--- src/rtl/core/vrwe_pkg.sv ---
package vrwe_pkg;

	// Top-level sequencer: take a request, wait for the pitch word, then emit writes
	typedef enum logic [1:0] {
		TOP_IDLE,
		TOP_PITCH,
		TOP_EMIT
	} top_state_t;

	// Pitch unit: octave search, then restoring division
	typedef enum logic [1:0] {
		PIT_IDLE,
		PIT_OCT,
		PIT_DIV
	} pitch_state_t;

	// Order of the writes in one programming sequence
	typedef enum logic [3:0] {
		W_KEY_OFF,
		W_LOOP_START,
		W_LENGTH,
		W_PITCH,
		W_PAN,
		W_SEND,
		W_FILTER,
		W_VOLUME,
		W_ENVELOPE,
		W_ADDR_LO,
		W_CONTROL,
		W_KEY_ON
	} write_idx_t;

	typedef struct packed {
		logic        done;
		logic [31:0] word;
	} pitch_rsp_t;

	localparam int PITCH_WORD_W = 32;

	// Slot offsets inside the 128-byte voice window
	localparam logic [6:0] SLOT_CONTROL = 7'd0;
	localparam logic [6:0] SLOT_ADDR_LO = 7'd4;
	localparam logic [6:0] SLOT_LOOP    = 7'd8;
	localparam logic [6:0] SLOT_LENGTH  = 7'd12;
	localparam logic [6:0] SLOT_ENV     = 7'd16;
	localparam logic [6:0] SLOT_PITCH   = 7'd24;
	localparam logic [6:0] SLOT_PAN     = 7'd36;
	localparam logic [6:0] SLOT_SEND    = 7'd37;
	localparam logic [6:0] SLOT_FILTER  = 7'd40;
	localparam logic [6:0] SLOT_VOLUME  = 7'd41;

	localparam logic [31:0] KEY_OFF_DATA   = 32'h0000_8000;
	localparam logic [31:0] SEND_LEVEL     = 32'h0000_000f;
	localparam logic [31:0] FILTER_SETTING = 32'h0000_0024;
	localparam logic [31:0] ENV_SETTING    = 32'h0000_001f;
	localparam logic [15:0] KEY_ON_BITS    = 16'hc000;

	// Linear volume to logarithmic attenuation
	localparam logic [7:0] ATTEN_TABLE [256] = '{
		8'd255, 8'd127, 8'd111, 8'd102, 8'd95, 8'd90, 8'd86, 8'd82,
		8'd79, 8'd77, 8'd74, 8'd72, 8'd70, 8'd68, 8'd66, 8'd65,
		8'd63, 8'd62, 8'd61, 8'd59, 8'd58, 8'd57, 8'd56, 8'd55,
		8'd54, 8'd53, 8'd52, 8'd51, 8'd50, 8'd50, 8'd49, 8'd48,
		8'd47, 8'd47, 8'd46, 8'd45, 8'd45, 8'd44, 8'd43, 8'd43,
		8'd42, 8'd42, 8'd41, 8'd41, 8'd40, 8'd40, 8'd39, 8'd39,
		8'd38, 8'd38, 8'd37, 8'd37, 8'd36, 8'd36, 8'd35, 8'd35,
		8'd34, 8'd34, 8'd34, 8'd33, 8'd33, 8'd33, 8'd32, 8'd32,
		8'd31, 8'd31, 8'd31, 8'd30, 8'd30, 8'd30, 8'd29, 8'd29,
		8'd29, 8'd28, 8'd28, 8'd28, 8'd27, 8'd27, 8'd27, 8'd27,
		8'd26, 8'd26, 8'd26, 8'd25, 8'd25, 8'd25, 8'd25, 8'd24,
		8'd24, 8'd24, 8'd24, 8'd23, 8'd23, 8'd23, 8'd23, 8'd22,
		8'd22, 8'd22, 8'd22, 8'd21, 8'd21, 8'd21, 8'd21, 8'd20,
		8'd20, 8'd20, 8'd20, 8'd20, 8'd19, 8'd19, 8'd19, 8'd19,
		8'd18, 8'd18, 8'd18, 8'd18, 8'd18, 8'd17, 8'd17, 8'd17,
		8'd17, 8'd17, 8'd17, 8'd16, 8'd16, 8'd16, 8'd16, 8'd16,
		8'd15, 8'd15, 8'd15, 8'd15, 8'd15, 8'd15, 8'd14, 8'd14,
		8'd14, 8'd14, 8'd14, 8'd14, 8'd13, 8'd13, 8'd13, 8'd13,
		8'd13, 8'd13, 8'd12, 8'd12, 8'd12, 8'd12, 8'd12, 8'd12,
		8'd11, 8'd11, 8'd11, 8'd11, 8'd11, 8'd11, 8'd11, 8'd10,
		8'd10, 8'd10, 8'd10, 8'd10, 8'd10, 8'd10, 8'd9, 8'd9,
		8'd9, 8'd9, 8'd9, 8'd9, 8'd9, 8'd8, 8'd8, 8'd8,
		8'd8, 8'd8, 8'd8, 8'd8, 8'd8, 8'd7, 8'd7, 8'd7,
		8'd7, 8'd7, 8'd7, 8'd7, 8'd7, 8'd6, 8'd6, 8'd6,
		8'd6, 8'd6, 8'd6, 8'd6, 8'd6, 8'd5, 8'd5, 8'd5,
		8'd5, 8'd5, 8'd5, 8'd5, 8'd5, 8'd5, 8'd4, 8'd4,
		8'd4, 8'd4, 8'd4, 8'd4, 8'd4, 8'd4, 8'd4, 8'd3,
		8'd3, 8'd3, 8'd3, 8'd3, 8'd3, 8'd3, 8'd3, 8'd3,
		8'd2, 8'd2, 8'd2, 8'd2, 8'd2, 8'd2, 8'd2, 8'd2,
		8'd2, 8'd2, 8'd1, 8'd1, 8'd1, 8'd1, 8'd1, 8'd1,
		8'd1, 8'd1, 8'd1, 8'd1, 8'd1, 8'd0, 8'd0, 8'd0,
		8'd0, 8'd0, 8'd0, 8'd0, 8'd0, 8'd0, 8'd0, 8'd0
	};

endpackage

--- src/rtl/core/voice_register_write_encoder_core.sv ---
// Voice register write encoder.
//
// Input channel (in_valid / in_ready): one request per voice to play: channel,
// sample address, format, length, loop flag, frequency, volume, pan, key-on.
// Output channel (out_valid / out_ready): a run of register writes, each with
// reg_offset, write_data, byte_access and last_write; last_write marks the end.
// A request for a voice at or above VOICES is taken and dropped: no writes.
//
// Sequence: a request is taken only while the sequencer is idle. The pitch
// unit then runs the octave search and the restoring division, both on one
// shared subtractor, and hands over the word through a register. Writes then
// leave one per cycle while the receiver does not stall, 11 or 12 of them.
//
// A stalled receiver holds the output register; the sequencer waits with it,
// and no write is lost or repeated. in_ready returns once the last write is
// loaded into the output register, while that write may still be waiting.
// Reset clears the sequencer, the pitch unit and out_valid; no clearing pass.
module voice_register_write_encoder_core #(
	parameter int VOICES      = 64,
	parameter int MAX_SAMPLES = 65535
) (
	input  logic               clk,
	input  logic               arst_n,
	input  logic               in_valid,
	output logic               in_ready,
	input  logic [5:0]         channel,
	input  logic [22:0]        sample_addr,
	input  logic [1:0]         sample_format,
	input  logic [31:0]        sample_count,
	input  logic               loop_enable,
	input  logic [21:0]        frequency,
	input  logic signed [15:0] volume,
	input  logic signed [15:0] pan_position,
	input  logic               key_on,
	output logic               out_valid,
	input  logic               out_ready,
	output logic [13:0]        reg_offset,
	output logic [31:0]        write_data,
	output logic               byte_access,
	output logic               last_write
);

	import vrwe_pkg::*;

	top_state_t state_q, state_d;

	// Request fields held for the whole sequence
	logic [5:0]  chan_q;
	logic [15:0] addr_lo_q;
	logic [15:0] ctrl_q;
	logic [15:0] length_q;
	logic [4:0]  pan_q;
	logic [7:0]  atten_q;
	logic        key_q;
	logic [31:0] pitch_q;
	write_idx_t  idx_q;

	// Output register
	logic        out_valid_q;
	logic [13:0] reg_offset_q;
	logic [31:0] write_data_q;
	logic        byte_access_q;
	logic        last_write_q;

	logic        in_fire;
	logic        chan_ok;
	logic        pitch_start;
	logic        load;
	logic [6:0]  sel_slot;
	logic [31:0] sel_data;
	logic        sel_byte;
	logic        sel_last;
	logic [7:0]  vol_clamped;
	logic [7:0]  pan_clamped;
	logic [4:0]  pan_code;
	logic [15:0] length_clamped;
	pitch_rsp_t  pitch_rsp;

	// Clamp a signed 16-bit value to 0..255
	function automatic logic [7:0] clamp_byte(input logic signed [15:0] v);
		logic [7:0] r;
		if (v[15])
			r = 8'd0;
		else if (v[14:8] != '0)
			r = 8'd255;
		else
			r = v[7:0];
		return r;
	endfunction

	assign in_ready    = (state_q == TOP_IDLE);
	assign in_fire     = in_valid && in_ready;
	assign chan_ok     = ({1'b0, channel} < 7'(VOICES));
	assign pitch_start = in_fire && chan_ok;

	assign vol_clamped = clamp_byte(volume);
	assign pan_clamped = clamp_byte(pan_position);

	// Centre is silent-offset zero; left half gets the left flag and a step count
	always_comb begin
		if (pan_clamped == 8'h80)
			pan_code = 5'd0;
		else if (!pan_clamped[7])
			pan_code = {1'b1, 4'((8'h7f - pan_clamped) >> 3)};
		else
			pan_code = {1'b0, 4'((pan_clamped - 8'h80) >> 3)};
	end

	assign length_clamped = (sample_count > 32'(MAX_SAMPLES)) ? 16'(MAX_SAMPLES)
	                                                          : sample_count[15:0];

	vrwe_pitch u_pitch (
		.clk    (clk),
		.arst_n (arst_n),
		.start  (pitch_start),
		.freq   (frequency),
		.rsp    (pitch_rsp)
	);

	// Capture the request and precompute the per-voice fields
	always_ff @(posedge clk) begin
		if (pitch_start) begin
			chan_q    <= channel;
			addr_lo_q <= sample_addr[15:0];
			ctrl_q    <= {6'b0, loop_enable, sample_format, sample_addr[22:16]};
			length_q  <= length_clamped;
			pan_q     <= pan_code;
			atten_q   <= ATTEN_TABLE[vol_clamped];
			key_q     <= key_on;
		end
		if (state_q == TOP_PITCH && pitch_rsp.done)
			pitch_q <= pitch_rsp.word;
	end

	// Pick the write at the current index
	always_comb begin
		sel_slot = SLOT_CONTROL;
		sel_data = '0;
		sel_byte = 1'b0;
		unique case (idx_q)
			W_KEY_OFF: begin
				sel_slot = SLOT_CONTROL;
				sel_data = KEY_OFF_DATA;
			end
			W_LOOP_START: begin
				sel_slot = SLOT_LOOP;
				sel_data = '0;
			end
			W_LENGTH: begin
				sel_slot = SLOT_LENGTH;
				sel_data = {16'b0, length_q};
			end
			W_PITCH: begin
				sel_slot = SLOT_PITCH;
				sel_data = pitch_q;
			end
			W_PAN: begin
				sel_slot = SLOT_PAN;
				sel_data = {27'b0, pan_q};
				sel_byte = 1'b1;
			end
			W_SEND: begin
				sel_slot = SLOT_SEND;
				sel_data = SEND_LEVEL;
				sel_byte = 1'b1;
			end
			W_FILTER: begin
				sel_slot = SLOT_FILTER;
				sel_data = FILTER_SETTING;
				sel_byte = 1'b1;
			end
			W_VOLUME: begin
				sel_slot = SLOT_VOLUME;
				sel_data = {24'b0, atten_q};
				sel_byte = 1'b1;
			end
			W_ENVELOPE: begin
				sel_slot = SLOT_ENV;
				sel_data = ENV_SETTING;
			end
			W_ADDR_LO: begin
				sel_slot = SLOT_ADDR_LO;
				sel_data = {16'b0, addr_lo_q};
			end
			W_CONTROL: begin
				sel_slot = SLOT_CONTROL;
				sel_data = {16'b0, ctrl_q};
			end
			W_KEY_ON: begin
				// Readback of control assumed equal to the last write
				sel_slot = SLOT_CONTROL;
				sel_data = {16'b0, ctrl_q | KEY_ON_BITS};
			end
			default: begin
				sel_slot = SLOT_CONTROL;
				sel_data = '0;
			end
		endcase
	end

	assign sel_last = (idx_q == W_KEY_ON) || (idx_q == W_CONTROL && !key_q);
	assign load     = (state_q == TOP_EMIT) && (!out_valid_q || out_ready);

	// Sequencer
	always_ff @(posedge clk or negedge arst_n) begin
		if (!arst_n)
			state_q <= TOP_IDLE;
		else
			state_q <= state_d;
	end

	always_comb begin
		state_d = state_q;
		unique case (state_q)
			TOP_IDLE: begin
				if (pitch_start) state_d = TOP_PITCH;
			end
			TOP_PITCH: begin
				if (pitch_rsp.done) state_d = TOP_EMIT;
			end
			TOP_EMIT: begin
				if (load && sel_last) state_d = TOP_IDLE;
			end
			default: state_d = TOP_IDLE;
		endcase
	end

	// Advance the write index on each load; restart it for every request
	always_ff @(posedge clk) begin
		if (pitch_start)
			idx_q <= W_KEY_OFF;
		else if (load && !sel_last)
			idx_q <= write_idx_t'(idx_q + 4'd1);
	end

	// Output register: load a new write, or drop valid once taken
	always_ff @(posedge clk or negedge arst_n) begin
		if (!arst_n)
			out_valid_q <= 1'b0;
		else if (load)
			out_valid_q <= 1'b1;
		else if (out_ready)
			out_valid_q <= 1'b0;
	end

	always_ff @(posedge clk) begin
		if (load) begin
			reg_offset_q  <= {1'b0, chan_q, sel_slot};
			write_data_q  <= sel_data;
			byte_access_q <= sel_byte;
			last_write_q  <= sel_last;
		end
	end

	assign out_valid   = out_valid_q;
	assign reg_offset  = reg_offset_q;
	assign write_data  = write_data_q;
	assign byte_access = byte_access_q;
	assign last_write  = last_write_q;

	// The pitch word only arrives while the sequencer waits for it
	a_pitch_done_in_wait: assert property (@(posedge clk) disable iff (!arst_n)
		pitch_rsp.done |-> state_q == TOP_PITCH)
		else $error("pitch word arrived outside the wait state");

	// Loading the final write returns the sequencer to idle
	a_last_ends_run: assert property (@(posedge clk) disable iff (!arst_n)
		(load && sel_last) |=> (state_q == TOP_IDLE && out_valid && last_write))
		else $error("last write did not end the sequence");

	// Byte writes only target the pan, send, filter and volume slots
	a_byte_slots: assert property (@(posedge clk) disable iff (!arst_n)
		(out_valid && byte_access) |->
			(reg_offset[6:0] == SLOT_PAN || reg_offset[6:0] == SLOT_SEND ||
			 reg_offset[6:0] == SLOT_FILTER || reg_offset[6:0] == SLOT_VOLUME))
		else $error("byte write to a word slot");

endmodule

--- src/rtl/core/vrwe_sub_unit.sv ---
module vrwe_sub_unit (
	input  logic [23:0] a,
	input  logic [22:0] b,
	output logic [23:0] diff,
	output logic        ge
);

	logic borrow;

	// One subtractor serves both the octave compare and the division step
	assign {borrow, diff} = {1'b0, a} - {2'b00, b};
	assign ge = ~borrow;

endmodule

--- src/rtl/core/vrwe_pitch.sv ---
module vrwe_pitch (
	input  logic                clk,
	input  logic                arst_n,
	input  logic                start,
	input  logic [21:0]         freq,
	output vrwe_pkg::pitch_rsp_t rsp
);

	import vrwe_pkg::*;

	localparam logic [22:0]        BASE_TOP     = 23'd5644800;
	localparam logic [21:0]        DEFAULT_FREQ = 22'd44100;
	localparam logic signed [3:0]  OCT_MAX      = 4'sd7;
	localparam logic signed [3:0]  OCT_MIN      = -4'sd8;
	localparam int                 DIV_STEPS    = 12;
	localparam logic [3:0]         LAST_STEP    = 4'(DIV_STEPS - 1);

	pitch_state_t state_q, state_d;

	logic [21:0]        f_q;
	logic [22:0]        base_q;
	logic signed [3:0]  oct_q;
	logic [22:0]        rem_q;
	logic [11:0]        dbits_q;
	logic [9:0]         quo_q;
	logic [3:0]         step_q;
	logic               done_q;

	logic [23:0] sub_a;
	logic [23:0] sub_diff;
	logic        sub_ge;
	logic        oct_step;
	logic        oct_exit;
	logic        div_step;
	logic        div_last;

	vrwe_sub_unit u_sub (
		.a    (sub_a),
		.b    (base_q),
		.diff (sub_diff),
		.ge   (sub_ge)
	);

	always_ff @(posedge clk or negedge arst_n) begin
		if (!arst_n) begin
			state_q <= PIT_IDLE;
			done_q  <= 1'b0;
		end else begin
			state_q <= state_d;
			done_q  <= div_last;
		end
	end

	always_comb begin
		state_d  = state_q;
		sub_a    = {2'b00, f_q};
		oct_step = 1'b0;
		oct_exit = 1'b0;
		div_step = 1'b0;
		div_last = 1'b0;
		unique case (state_q)
			PIT_IDLE: begin
				if (start) state_d = PIT_OCT;
			end
			PIT_OCT: begin
				// Halve the base while the frequency lies below it
				if (!sub_ge && oct_q != OCT_MIN) begin
					oct_step = 1'b1;
				end else begin
					oct_exit = 1'b1;
					state_d  = PIT_DIV;
				end
			end
			PIT_DIV: begin
				sub_a    = {rem_q, dbits_q[11]};
				div_step = 1'b1;
				if (step_q == LAST_STEP) begin
					div_last = 1'b1;
					state_d  = PIT_IDLE;
				end
			end
			default: state_d = PIT_IDLE;
		endcase
	end

	always_ff @(posedge clk) begin
		if (state_q == PIT_IDLE && start) begin
			f_q    <= (freq == '0) ? DEFAULT_FREQ : freq;
			base_q <= BASE_TOP;
			oct_q  <= OCT_MAX;
		end
		if (oct_step) begin
			base_q <= base_q >> 1;
			oct_q  <= oct_q - 4'sd1;
		end
		if (oct_exit) begin
			// Frequency is below four times the base, so f/4 seeds the remainder
			rem_q   <= {3'b000, f_q[21:2]};
			dbits_q <= {f_q[1:0], 10'b0};
			step_q  <= '0;
		end
		if (div_step) begin
			rem_q   <= sub_ge ? sub_diff[22:0] : sub_a[22:0];
			dbits_q <= {dbits_q[10:0], 1'b0};
			quo_q   <= {quo_q[8:0], sub_ge};
			step_q  <= step_q + 4'd1;
		end
	end

	assign rsp.done = done_q;
	assign rsp.word = {{17{oct_q[3]}}, oct_q, 1'b0, quo_q};

endmodule
--- config.mk ---
export PLATFORM = sky130hd
export DESIGN_NAME = voice_register_write_encoder_core
export DESIGN_NICKNAME = d
export VERILOG_FILES = /design/src/rtl/core/vrwe_pkg.sv /design/src/rtl/core/voice_register_write_encoder_core.sv /design/src/rtl/core/vrwe_sub_unit.sv /design/src/rtl/core/vrwe_pitch.sv
export SDC_FILE = /design/constraint.sdc
export NUM_CORES = 1
export LEC_CHECK = 0
export CAP_MARGIN = 20
export CORE_MARGIN = 1
export CORE_UTILIZATION = 35
export CTS_BUF_LIST = sky130_fd_sc_hd__clkbuf_8
export CTS_CLUSTER_DIAMETER = 50
export CTS_CLUSTER_SIZE = 10
export DETAILED_ROUTE_END_ITERATION = 6
export DONT_BUFFER_PORTS = 1
export MAX_ROUTING_LAYER = met4
export SYNTH_ARGS = -nofsm -noshare
export SYNTH_HDL_FRONTEND = slang
export SYNTH_SLANG_ARGS = --single-unit
--- constraint.sdc ---
create_clock -name clk -period 8.9 [get_ports clk]
set_input_delay 0.445 -clock clk [delete_from_list [all_inputs] [get_ports clk]]
set_output_delay 0.445 -clock clk [all_outputs]
set_load 0.03 [all_outputs]
==> out/summary.txt, run 1 <==
Io pins: 173
LEAKAGE: 4.33 nW
DRT Pass-1 Iters: 7
Critical path class: flip-flop to flip-flop
Sequential cell area fraction in the yosys report: 56.2%
Crit share post-route: 58.9%
Sequential share of power: 42.4%
DRC violations left: 0
Worst hold-check path type: input port to flip-flop
Synthesis-stage register bit count: 204
Slew @ Worst Pin: 0.966 ns
CORE AREA: 30000 sq um
Initial core utilization: 35.9%
Fin. Hold Viols: 0
CTS Buffer Depth: 3
Tmin final: 5.24 ns
Outcome: finished clean
Library cells used by synthesis: 82
NumNets Final: 1165
Vias in the first global route: 7304
Slew margin rel.: 35.4%
Power Dens Cells: 241 nW/um^2
Gpl congestion: 0.872
Peak VDD IR: 132 uV
Syn_area_per_cell: 11.0 sq um
Sw Ratio: 34.2%
Post-DP HPWL: 17.3 mm
H-Tree Depth: 1
Gate Count Post-Synth: 976
Final WL: 25.0 mm
Crit path max-delay family: compound AO/OA/AOI/OAI gates
First DRT Iteration DRCs: 641
Post-route setup slack: 3.66 ns
Number of synthesized flops with an enable pin: 193
Critical Path RT: 9.08 ns
Logic gate share of total power: 32.7%
Ratio of cells with drive above 1 in the final layout: 10.0%
CTS resizes: 0
Register area: 6050 sq um
Ys async rst share: 2.94%
Clock root cell: clkbuf_8
PortBufs: 0
Largest net degree at the start of global routing: 67
Design Power: 0.00291 W
Mapped cell area: 10800 sq um
Dpl cells: 1303
Clock buffer count from CTS: 28
CTS tree: done
Worst EP arrival: 5.41 ns
WL per Instance: 17.8 um
Post-placement setup slack: 3.63 ns
WP buf/inv: 4
Worst Setup End Kind: flip-flop
RSZ-0062 raised after global routing: false
CP startpoint kind: flip-flop
Internal power: 0.00192 W
Top_reg_cell synth: edfxtp_1
Synth top area share: 53.9%
Die height: 177 um
Worst Skew: 0.0369 ns
Worst-path clk slew: 0.07 ns
Critical Path Slowest Stage Cell: or2_2
Global-route wire length before repair: 39.2 mm
Top-count cell post-synth: edfxtp_1
Worst Path Max Fanout: 47
Clk_lat worst skew: 0.57 ns
CTS Sinks: 204
Clk pwr share: 24.9%
YS warnings: 0
Vias: 7493
Fmax: 0.191 GHz
Fin Setup TNS: 0 ns
Die ar.: 31400 sq um
Grt ovf: 0
GRT Total Usage: 16.2%
Ordered list of cells on the worst path: nand2b_1 > buf_4 > inv_2 > a21oi_1 > ha_1 > inv_1 > fa_1 > a211oi_2 > o21ai_1 > o2111ai_2 > nand2_2 > a31oi_4 > nand2_4 > a211oi_2 > buf_4 > or2_2
Maximum capacitance violations: 0
Fill cell count: 2910
Switching pwr: 0.000996 W
Final ANT Viol Nets: 0
DIE WIDTH: 177 um
Site Rows: 63
Multi-input combinational cell area: 4220 sq um
Crit-path max cell delay: 0.55 ns
Initial antenna violation count: 0
Post-synth top cells: edfxtp_1 (193), nand2_1 (125), nor2_1 (69)
DR vias/cell: 5.32
Synth area leaders: edfxtp_1 (54%), ha_1 (5.0%), nand2_1 (4.4%)
Fin cells: 1408
Area Growth Syn to Fin: 12.5%
Antenna Diode Count: 0
Dominant cell type by area after synthesis: edfxtp_1
Max-slew violation count: 0
Final Setup Violations: 0
worst paths after layout:
kind	start	endpoint	slack (ns)	depth (start not counted)
worst max-delay path	u_pitch.state_q[0]	u_pitch.base_q[2]	3.66	16
worst max register to register	u_pitch.state_q[0]	u_pitch.base_q[2]	3.66	16
worst min-delay path	sample_count[15]	length_q[15]	0.05	1
worst min register to register	chan_q[1]	reg_offset[8]	0.42	0
min in group asynchronous	arst_n	state_q[0]	0.24	1
max in group asynchronous	arst_n	u_pitch.state_q[1]	8.34	1
routing by layer:
metal / vias to the layer above / routed length [um] / GRT usage [%]
met5: - / 0 / -
met4: 0 / 518 / 4.10
met3: 43 / 1900 / 2.93
met2: 312 / 10700 / 24.3
met1: 3535 / 12000 / 22.5
li1: 3603 / - / -
logic make-up after synthesis:
family                   after synthesis  share of synthesized area, %
AO/OA/AOI/OAI                        221                          13.9
flip-flops                           204                          56.2
XOR/XNOR                              29                          2.36
other                                  1                        0.0349
AND/OR/NAND/NOR                      343                          15.6
multiplexers                          20                          1.86
adder cells (fa/ha/maj)               44                          5.19
buffers and inverters                114                          4.84
worst register-to-register path: cells and delay by family (launching register included):
kind / cells / cell delay [ns]
AOI/OAI and AO/OA: 6 / 1.55
adders and majority gates: 2 / 0.61
buffers and inverters: 4 / 1.21
DFF: 1 / 0.37
and+or+nand+nor: 4 / 1.11
repair_timing:
action,in CTS,in global routing
hold buffers,54,0
endpoints found under the setup margin,0,0
setup buffers,0,0
endpoints found under the hold margin,59,0
cells in the final DEF, fill, tap and decap left out, drive strengths merged, types with 15 or more instances in the layout:
cell type	n
ha	43
o21ai	51
edfxtp	193
nor4	16
mux2i	20
nand2	127
inv	51
and2	26
nor2	70
nand3	15
xnor2	15
a21oi	57
clkbuf	29
dlygate4sd3	54
or2	28
metrics by stage:
stage	hold slack (ns)	util, %	instance area [sq um]
2_1_floorplan	0.149	-	10800
3_3_place_gp	0.151	36.7	11000
3_5_place_dp	0.151	36.7	11000
4_1_cts	0.000364	40.4	12100
5_1_grt	0.00447	40.4	12100
6_report	0.0468	40.4	12100
flip-flops by register name, indices dropped and copies added (netlist names), 6 cells and up:
signal          flops
pitch_q            14
atten_q             8
ctrl_q             10
reg_offset         11
u_pitch.base_q     23
chan_q              6
u_pitch.quo_q      10
addr_lo_q          16
write_data         17
u_pitch.f_q        22
u_pitch.rem_q      23
length_q           16
final cells by class:
type,count,share of cell area (%)
tap,390,4.03
sequential,204,50.0
multi-input combinational,660,34.9
inverter,40,1.24
clock inverter,21,1.38
clock buffer,29,3.30
timing repair buffer,64,5.22
power groups by stage:
| stage | clock network [W] | logic, W | registers, W |
|---|---|---|---|
| after floorplan | 0 | 0.000735 | 0.00124 |
| after global placement | 0 | 0.000917 | 0.00126 |
| after detailed placement | 0 | 0.000923 | 0.00126 |
| after CTS | 0.000752 | 0.000950 | 0.00124 |
| after global routing | 0.000787 | 0.00106 | 0.00125 |
| final | 0.000726 | 0.000952 | 0.00124 |
Power figures use the tool's default switching activity.
==> run 2: changes to the inputs <==
==> constraint.sdc (replaced) <==
create_clock -name clk -period 4.3 [get_ports clk]
set_input_delay 0.215 -clock clk [delete_from_list [all_inputs] [get_ports clk]]
set_output_delay 0.215 -clock clk [all_outputs]
set_load 0.03 [all_outputs]
==> run 2 against run 1 <==
Maximum frequency is 37% higher; clock-buffer cell count fell by 1; global-route usage rose by 0.28 points; first-iteration DRC count rose by 13%; critical path type unchanged; critical endpoint is now u_pitch.base_q[21]; largest power group unchanged; highest routed layer unchanged.
==> out/summary.txt, run 2 (synthesized netlist as in run 1, its figures left out) <==
Outcome: finished clean
Global-route wire length before repair: 39.9 mm (+1.7%)
Global routing's busiest layer: met2
DIE WIDTH: 177 um (unchanged)
Max-slew violation count: 0 (unchanged)
Top flop regs: u_pitch.base_q x23, u_pitch.rem_q x23, u_pitch.f_q x22
M1 GR Usage: 22.6% (+0.066 points)
Worst EP arrival: 4.08 ns (-1.33 ns)
Tmin final: 3.81 ns (-1.43 ns)
Clock buffer count from CTS: 28 (unchanged)
Site Rows: 63 (unchanged)
Fill cell count: 2831 (-2.7%)
Maximum capacitance violations: 0 (unchanged)
Power Dens Cells: 491 nW/um^2 (+100%)
Fmax: 0.262 GHz (+37%)
Post-CTS Setup Bufs: 0 (unchanged)
DRT Pass-1 Iters: 6 (-1)
WP buf/inv: 2 (-2)
Ordered list of cells on the worst path: nand2b_1 > and2_1 > a21oi_1 > ha_1 > inv_1 > fa_1 > a211oi_2 > o21ai_1 > o2111ai_2 > nand2_2 > a31oi_4 > nand2_4 > a211oi_2 > or2_2 > buf_12
Cts hold-fix bufs: 86 (+59%)
Area Growth Syn to Fin: 15.9%
Vias: 7613 (+1.6%)
GRT Total Usage: 16.5% (+0.28 points)
CTS tree: done
Crit path top cell by count: a211oi_2
Antenna Diode Count: 0 (unchanged)
Crit path max-delay family: compound AO/OA/AOI/OAI gates
Largest net degree at the start of global routing: 67 (unchanged)
Clock root cell: clkbuf_8
LEAKAGE: 4.47 nW (+3.2%)
Worst Skew: 0.0181 ns (-0.0189 ns)
Final hold slack: 0.0753 ns (+0.0285 ns)
Critical Path RT: 4.57 ns (-4.51 ns)
DRC violations left: 0 (unchanged)
NumNets Final: 1205 (+3.4%)
Die ar.: 31400 sq um (unchanged)
Crit share post-route: 88.7% (+30 points)
Met2 usage: 25.1% (+0.78 points)
Fin. Hold Viols: 0 (unchanged)
DR vias/cell: 5.29 (-0.59%)
Ratio of cells with drive above 1 in the final layout: 10.5% (+0.47 points)
Vias in the first global route: 7603 (+4.1%)
CTS Buffer Depth: 3 (unchanged)
Worst hold-check path type: input port to flip-flop
Most common cell after layout, fill and taps aside: edfxtp_1
Io pins: 173 (unchanged)
Worst Setup End Kind: flip-flop
Final ANT Viol Nets: 0 (unchanged)
PortBufs: 0 (unchanged)
Gpl congestion: 0.884 (+1.4%)
Initial antenna violation count: 0 (unchanged)
CTS resizes: 0 (unchanged)
Grt ovf: 0 (unchanged)
CP startpoint kind: flip-flop
CTS Sinks: 204 (unchanged)
Fin Setup TNS: 0 ns (unchanged)
Slew margin rel.: 28.5% (-6.9 points)
Clk_lat worst skew: 0.56 ns (about the same)
Most frequent cells in the layout: edfxtp_1 (193), nand2_1 (125), dlygate4sd3_1 (86), nor2_1 (68), a21oi_1 (56)
Post-DP HPWL: 17.5 mm (+1.5%)
Worst Path Max Fanout: 14 (-70%)
Initial core utilization: 35.9% (unchanged)
Slew @ Worst Pin: 1.07 ns (+0.102 ns)
Worst-path clk slew: 0.07 ns (about the same)
Final Setup Violations: 0 (unchanged)
First DRT Iteration DRCs: 725 (+13%)
Critical Path Slowest Stage Cell: fa_1
CORE AREA: 30000 sq um (unchanged)
Die height: 177 um (unchanged)
M3 GR Usage: 2.87% (-0.064 points)
H-Tree Depth: 1 (unchanged)
Peak VDD IR: 276 uV (+110%)
Crit-path max cell delay: 0.43 ns (-0.12 ns)
WL per Instance: 17.7 um (-0.61%)
Final WL: 25.4 mm (+1.6%)
Critical path class: flip-flop to flip-flop
RSZ-0062 raised after global routing: false
==> run 2: final timing paths <==
kind / startpoint / endpoint / slack, ns / depth (start not counted)
worst max-delay path: u_pitch.state_q[0] / u_pitch.base_q[21] / 0.49 / 15
worst min-delay path: volume[15] / atten_q[1] / 0.08 / 3
worst max register to register: u_pitch.state_q[0] / u_pitch.base_q[21] / 0.49 / 15
worst min register to register: u_pitch.quo_q[9] / pitch_q[9] / 0.42 / 0
max in group asynchronous: arst_n / u_pitch.state_q[1] / 3.52 / 2
min in group asynchronous: arst_n / out_valid / 0.52 / 2
==> run 2: report_power, final <==
group          switching (W)  internal (W)  total, W
registers          0.0000841       0.00246   0.00255
clock network       0.000726      0.000792   0.00152
logic                0.00125      0.000799   0.00205
==> run 2: metrics by stage <==
stage	area [sq um]	util [%]	setup slack [ns]	total power, W	cells
final	12500	41.6	0.487	0.00612	1439
after global routing	12500	41.6	0.236	0.00648	1439
after CTS	12500	41.6	0.482	0.00617	1439
after detailed placement	11100	36.9	0.505	0.00455	1312
after global placement	11100	36.9	0.549	0.00454	1311
after floorplan	10800	-	0.271	0.00409	978
==> run 2: worst register-to-register path: cells and delay by family, from the launching register on <==
family          cells  cell delay [ns]
buf+inv             2             0.24
compound gates      6             1.22
flops               1             0.42
fa+ha+maj           2             0.61
simple gates        5             1.04
==> run 2: area by class of cell <==
cell class,count,area (sq um),area share [%]
inverters,40,150,1.20
well taps,390,488,3.91
multi-input cells,660,4220,33.8
clock buffers,28,385,3.09
flip-flops and latches,204,6050,48.5
repair buffers,104,1020,8.22
clock inverters,13,160,1.28
==> run 2: layer usage <==
metal,routed length (um),share of wire (%)
met5,0,0
met4,601,2.4
met3,1680,6.6
met2,11100,44
met1,12000,47
==> run 3: changes to the inputs <==
--- a/config.mk
+++ b/config.mk
@@ -13,6 +13,7 @@
 export CTS_CLUSTER_SIZE = 10
 export DETAILED_ROUTE_END_ITERATION = 6
 export DONT_BUFFER_PORTS = 1
+export GPL_TIMING_DRIVEN = 0
 export MAX_ROUTING_LAYER = met4
 export SYNTH_ARGS = -nofsm -noshare
 export SYNTH_HDL_FRONTEND = slang
==> run 3 against run 2 <==
Register-to-register slack lost 0.30 ns; first-iteration DRC count shrank 5.8%; power shrank 0.17%; critical endpoint is now u_pitch.rem_q[2]; largest power group unchanged; highest routed layer unchanged.
==> out/summary.txt, run 3 (synthesized netlist as in run 1, its figures left out) <==
Fmax: 0.243 GHz (-7.3%)
Max-slew violation count: 0 (unchanged)
Power Dens Cells: 480 nW/um^2 (-2.1%)
Logic gate share of total power: 35.6% (+2.0 points)
Sequential share of power: 41.6% (about the same)
LEAKAGE: 4.61 nW (+3.1%)
Worst hold-check path type: input port to flip-flop
Fin. Hold Viols: 0 (unchanged)
Met1 Wirelength: 12.1 mm (+0.60%)
Slew @ Worst Pin: 0.944 ns (-0.123 ns)
Final hold slack: 0.0792 ns (+0.00387 ns)
First DRT Iteration DRCs: 683 (-5.8%)
Fin Setup TNS: 0 ns (unchanged)
CTS tree: done
Clk_lat worst skew: 0.54 ns (-0.02 ns)
CTS Buffer Depth: 3 (unchanged)
Crit path max-delay family: compound AO/OA/AOI/OAI gates
Worst EP arrival: 4.39 ns (+0.31 ns)
Worst Setup End Kind: flip-flop
Clock root cell: clkbuf_8
Initial antenna violation count: 0 (unchanged)
DRT Pass-1 Iters: 6 (unchanged)
Global-route wire length before repair: 41.6 mm (+4.3%)
Sw Ratio: 34.7% (+0.94 points)
Crit-path max cell delay: 0.43 ns (about the same)
Final WL: 26.4 mm (+3.6%)
NumNets Final: 1260 (+4.6%)
Area Growth Syn to Fin: 18.2%
DR vias/cell: 5.22 (-1.2%)
Critical Path RT: 4.58 ns (about the same)
Most frequent cells in the layout: edfxtp_1 (193), nand2_1 (125), dlygate4sd3_1 (79), nor2_1 (68), a21oi_1 (55)
Met3 wire length: 1.59 mm (-5.4%)
GRT Total Usage: 17.2% (+0.74 points)
Clock buffer count from CTS: 26 (-7.1%)
PortBufs: 0 (unchanged)
Internal power: 0.00399 W (-1.6%)
Die ar.: 31400 sq um (unchanged)
Clk pwr share: 22.8% (-2.0 points)
CTS Sinks: 204 (unchanged)
H-Tree Depth: 1 (unchanged)
Most common cell after layout, fill and taps aside: edfxtp_1
Top flop regs: u_pitch.base_q x23, u_pitch.rem_q x23, u_pitch.f_q x22
Maximum capacitance violations: 0 (unchanged)
Antenna Diode Count: 0 (unchanged)
Vias: 7847 (+3.1%)
Vias in the first global route: 7838 (+3.1%)
Final Setup Violations: 0 (unchanged)
Die height: 177 um (unchanged)
Post-DP HPWL: 18.5 mm (+5.6%)
Worst-path clk slew: 0.07 ns (about the same)
Fin util: 42.5% (+0.83 points)
Site Rows: 63 (unchanged)
Gpl congestion: 0.878 (-0.72%)
Largest net degree at the start of global routing: 68 (+1.5%)
Ratio of cells with drive above 1 in the final layout: 11.2% (+0.66 points)
RSZ-0062 raised after global routing: false
DIE WIDTH: 177 um (unchanged)
Crit share post-route: 95.6% (+7.0 points)
Critical Path Slowest Stage Cell: fa_1
Critical path class: flip-flop to flip-flop
Tmin final: 4.11 ns (+0.299 ns)
Outcome: finished clean
DRC violations left: 0 (unchanged)
Met2 routed WL: 12.1 mm (+8.9%)
CP startpoint kind: flip-flop
Io pins: 173 (unchanged)
Peak VDD IR: 374 uV (+36%)
WP buf/inv: 4 (+2)
Worst Skew: 0.0128 ns (-0.00529 ns)
Slew margin rel.: 36.4% (+7.9 points)
Ordered list of cells on the worst path: nand2b_1 > buf_2 > and2_1 > a21oi_1 > ha_1 > inv_1 > fa_1 > a211oi_2 > o21ai_1 > o2111ai_2 > nand2_2 > a31oi_4 > nand2_4 > buf_6 > a21oi_2 > o21ai_4 > buf_12
Switching pwr: 0.00212 W (+2.6%)
Top sig layer: met4
Worst Path Max Fanout: 25 (+11)
Initial core utilization: 35.9% (unchanged)
Final ANT Viol Nets: 0 (unchanged)
CORE AREA: 30000 sq um (unchanged)
Grt ovf: 0 (unchanged)
WL per Instance: 17.5 um (-0.78%)
run 3: changes by cell type in the layout (fill, tap and decap cells not counted), sizes merged:
cell           delta
buf              +17
bufinv            -1
clkbuf           +42
clkdlybuf4s15     +1
clkinv            -3
clkinvlp          +1
dlygate4sd3       -7
inv              +11
or2               +2
run 3: worst paths after layout:
check | startpoint | to | slack, ns | cells after the start
setup / recovery | u_pitch.state_q[0] | u_pitch.rem_q[2] | 0.19 | 17
hold / removal | pan_position[15] | pan_q[3] | 0.08 | 2
setup reg to reg | u_pitch.state_q[0] | u_pitch.rem_q[2] | 0.19 | 17
hold reg to reg | chan_q[3] | reg_offset[10] | 0.42 | 0
max in group asynchronous | arst_n | u_pitch.done_q | 3.51 | 2
min in group asynchronous | arst_n | out_valid | 0.54 | 2
run 3: metrics by stage:
stage | power (W) | setup slack, ns | cells | instance area, sq um
2_1_floorplan | 0.00409 | 0.271 | 978 | 10800
3_3_place_gp | 0.00459 | -1.14 | 1368 | 11300
3_5_place_dp | 0.00464 | -0.603 | 1372 | 11400
4_1_cts | 0.00614 | 0.0190 | 1500 | 12700
5_1_grt | 0.00650 | 0.00576 | 1502 | 12700
6_report | 0.00611 | 0.188 | 1502 | 12700
run 3: worst register-to-register path: stages, from the launching register on:
cell	delay, ns
dfrtp_1	0.42
nand2b_1	0.23
buf_2	0.23
and2_1	0.20
a21oi_1	0.14
ha_1	0.19
inv_1	0.05
fa_1	0.43
a211oi_2	0.24
o21ai_1	0.16
o2111ai_2	0.28
nand2_2	0.14
a31oi_4	0.22
nand2_4	0.16
buf_6	0.23
a21oi_2	0.19
o21ai_4	0.13
buf_12	0.19
run 3: power by group through the flow:
stage	Sequential, W	Combinational, W	Clock, W
after floorplan	0.00256	0.00153	0
after global placement	0.00258	0.00201	0
after detailed placement	0.00258	0.00205	0
after CTS	0.00254	0.00215	0.00145
after global routing	0.00256	0.00241	0.00153
final	0.00254	0.00217	0.00139
run 3: what timing repair did:
item,4_1_cts,5_1_grt
pin swaps,1,1
gates cloned,1,1
hold buffers,79,0
endpoints found under the setup margin,91,51
resized for setup,7,6
endpoints found under the hold margin,84,0
setup buffers,1,1
run 3: cell type report:
class / count / area [sq um]
timing repair buffer: 85 / 888
buffer: 74 / 395
multi-input combinational: 662 / 4250
clock inverter: 21 / 144
clock buffer: 26 / 358
inverter: 40 / 150
fill: 2813 / 17200
tap: 390 / 488
sequential: 204 / 6050
run 3: layer usage:
| metal | vias up | global-route usage [%] |
|---|---|---|
| met5 | - | - |
| met4 | 0 | 4.24 |
| met1 | 3696 | 23.0 |
| li1 | 3806 | - |
| met3 | 46 | 2.42 |
| met2 | 299 | 27.5 |
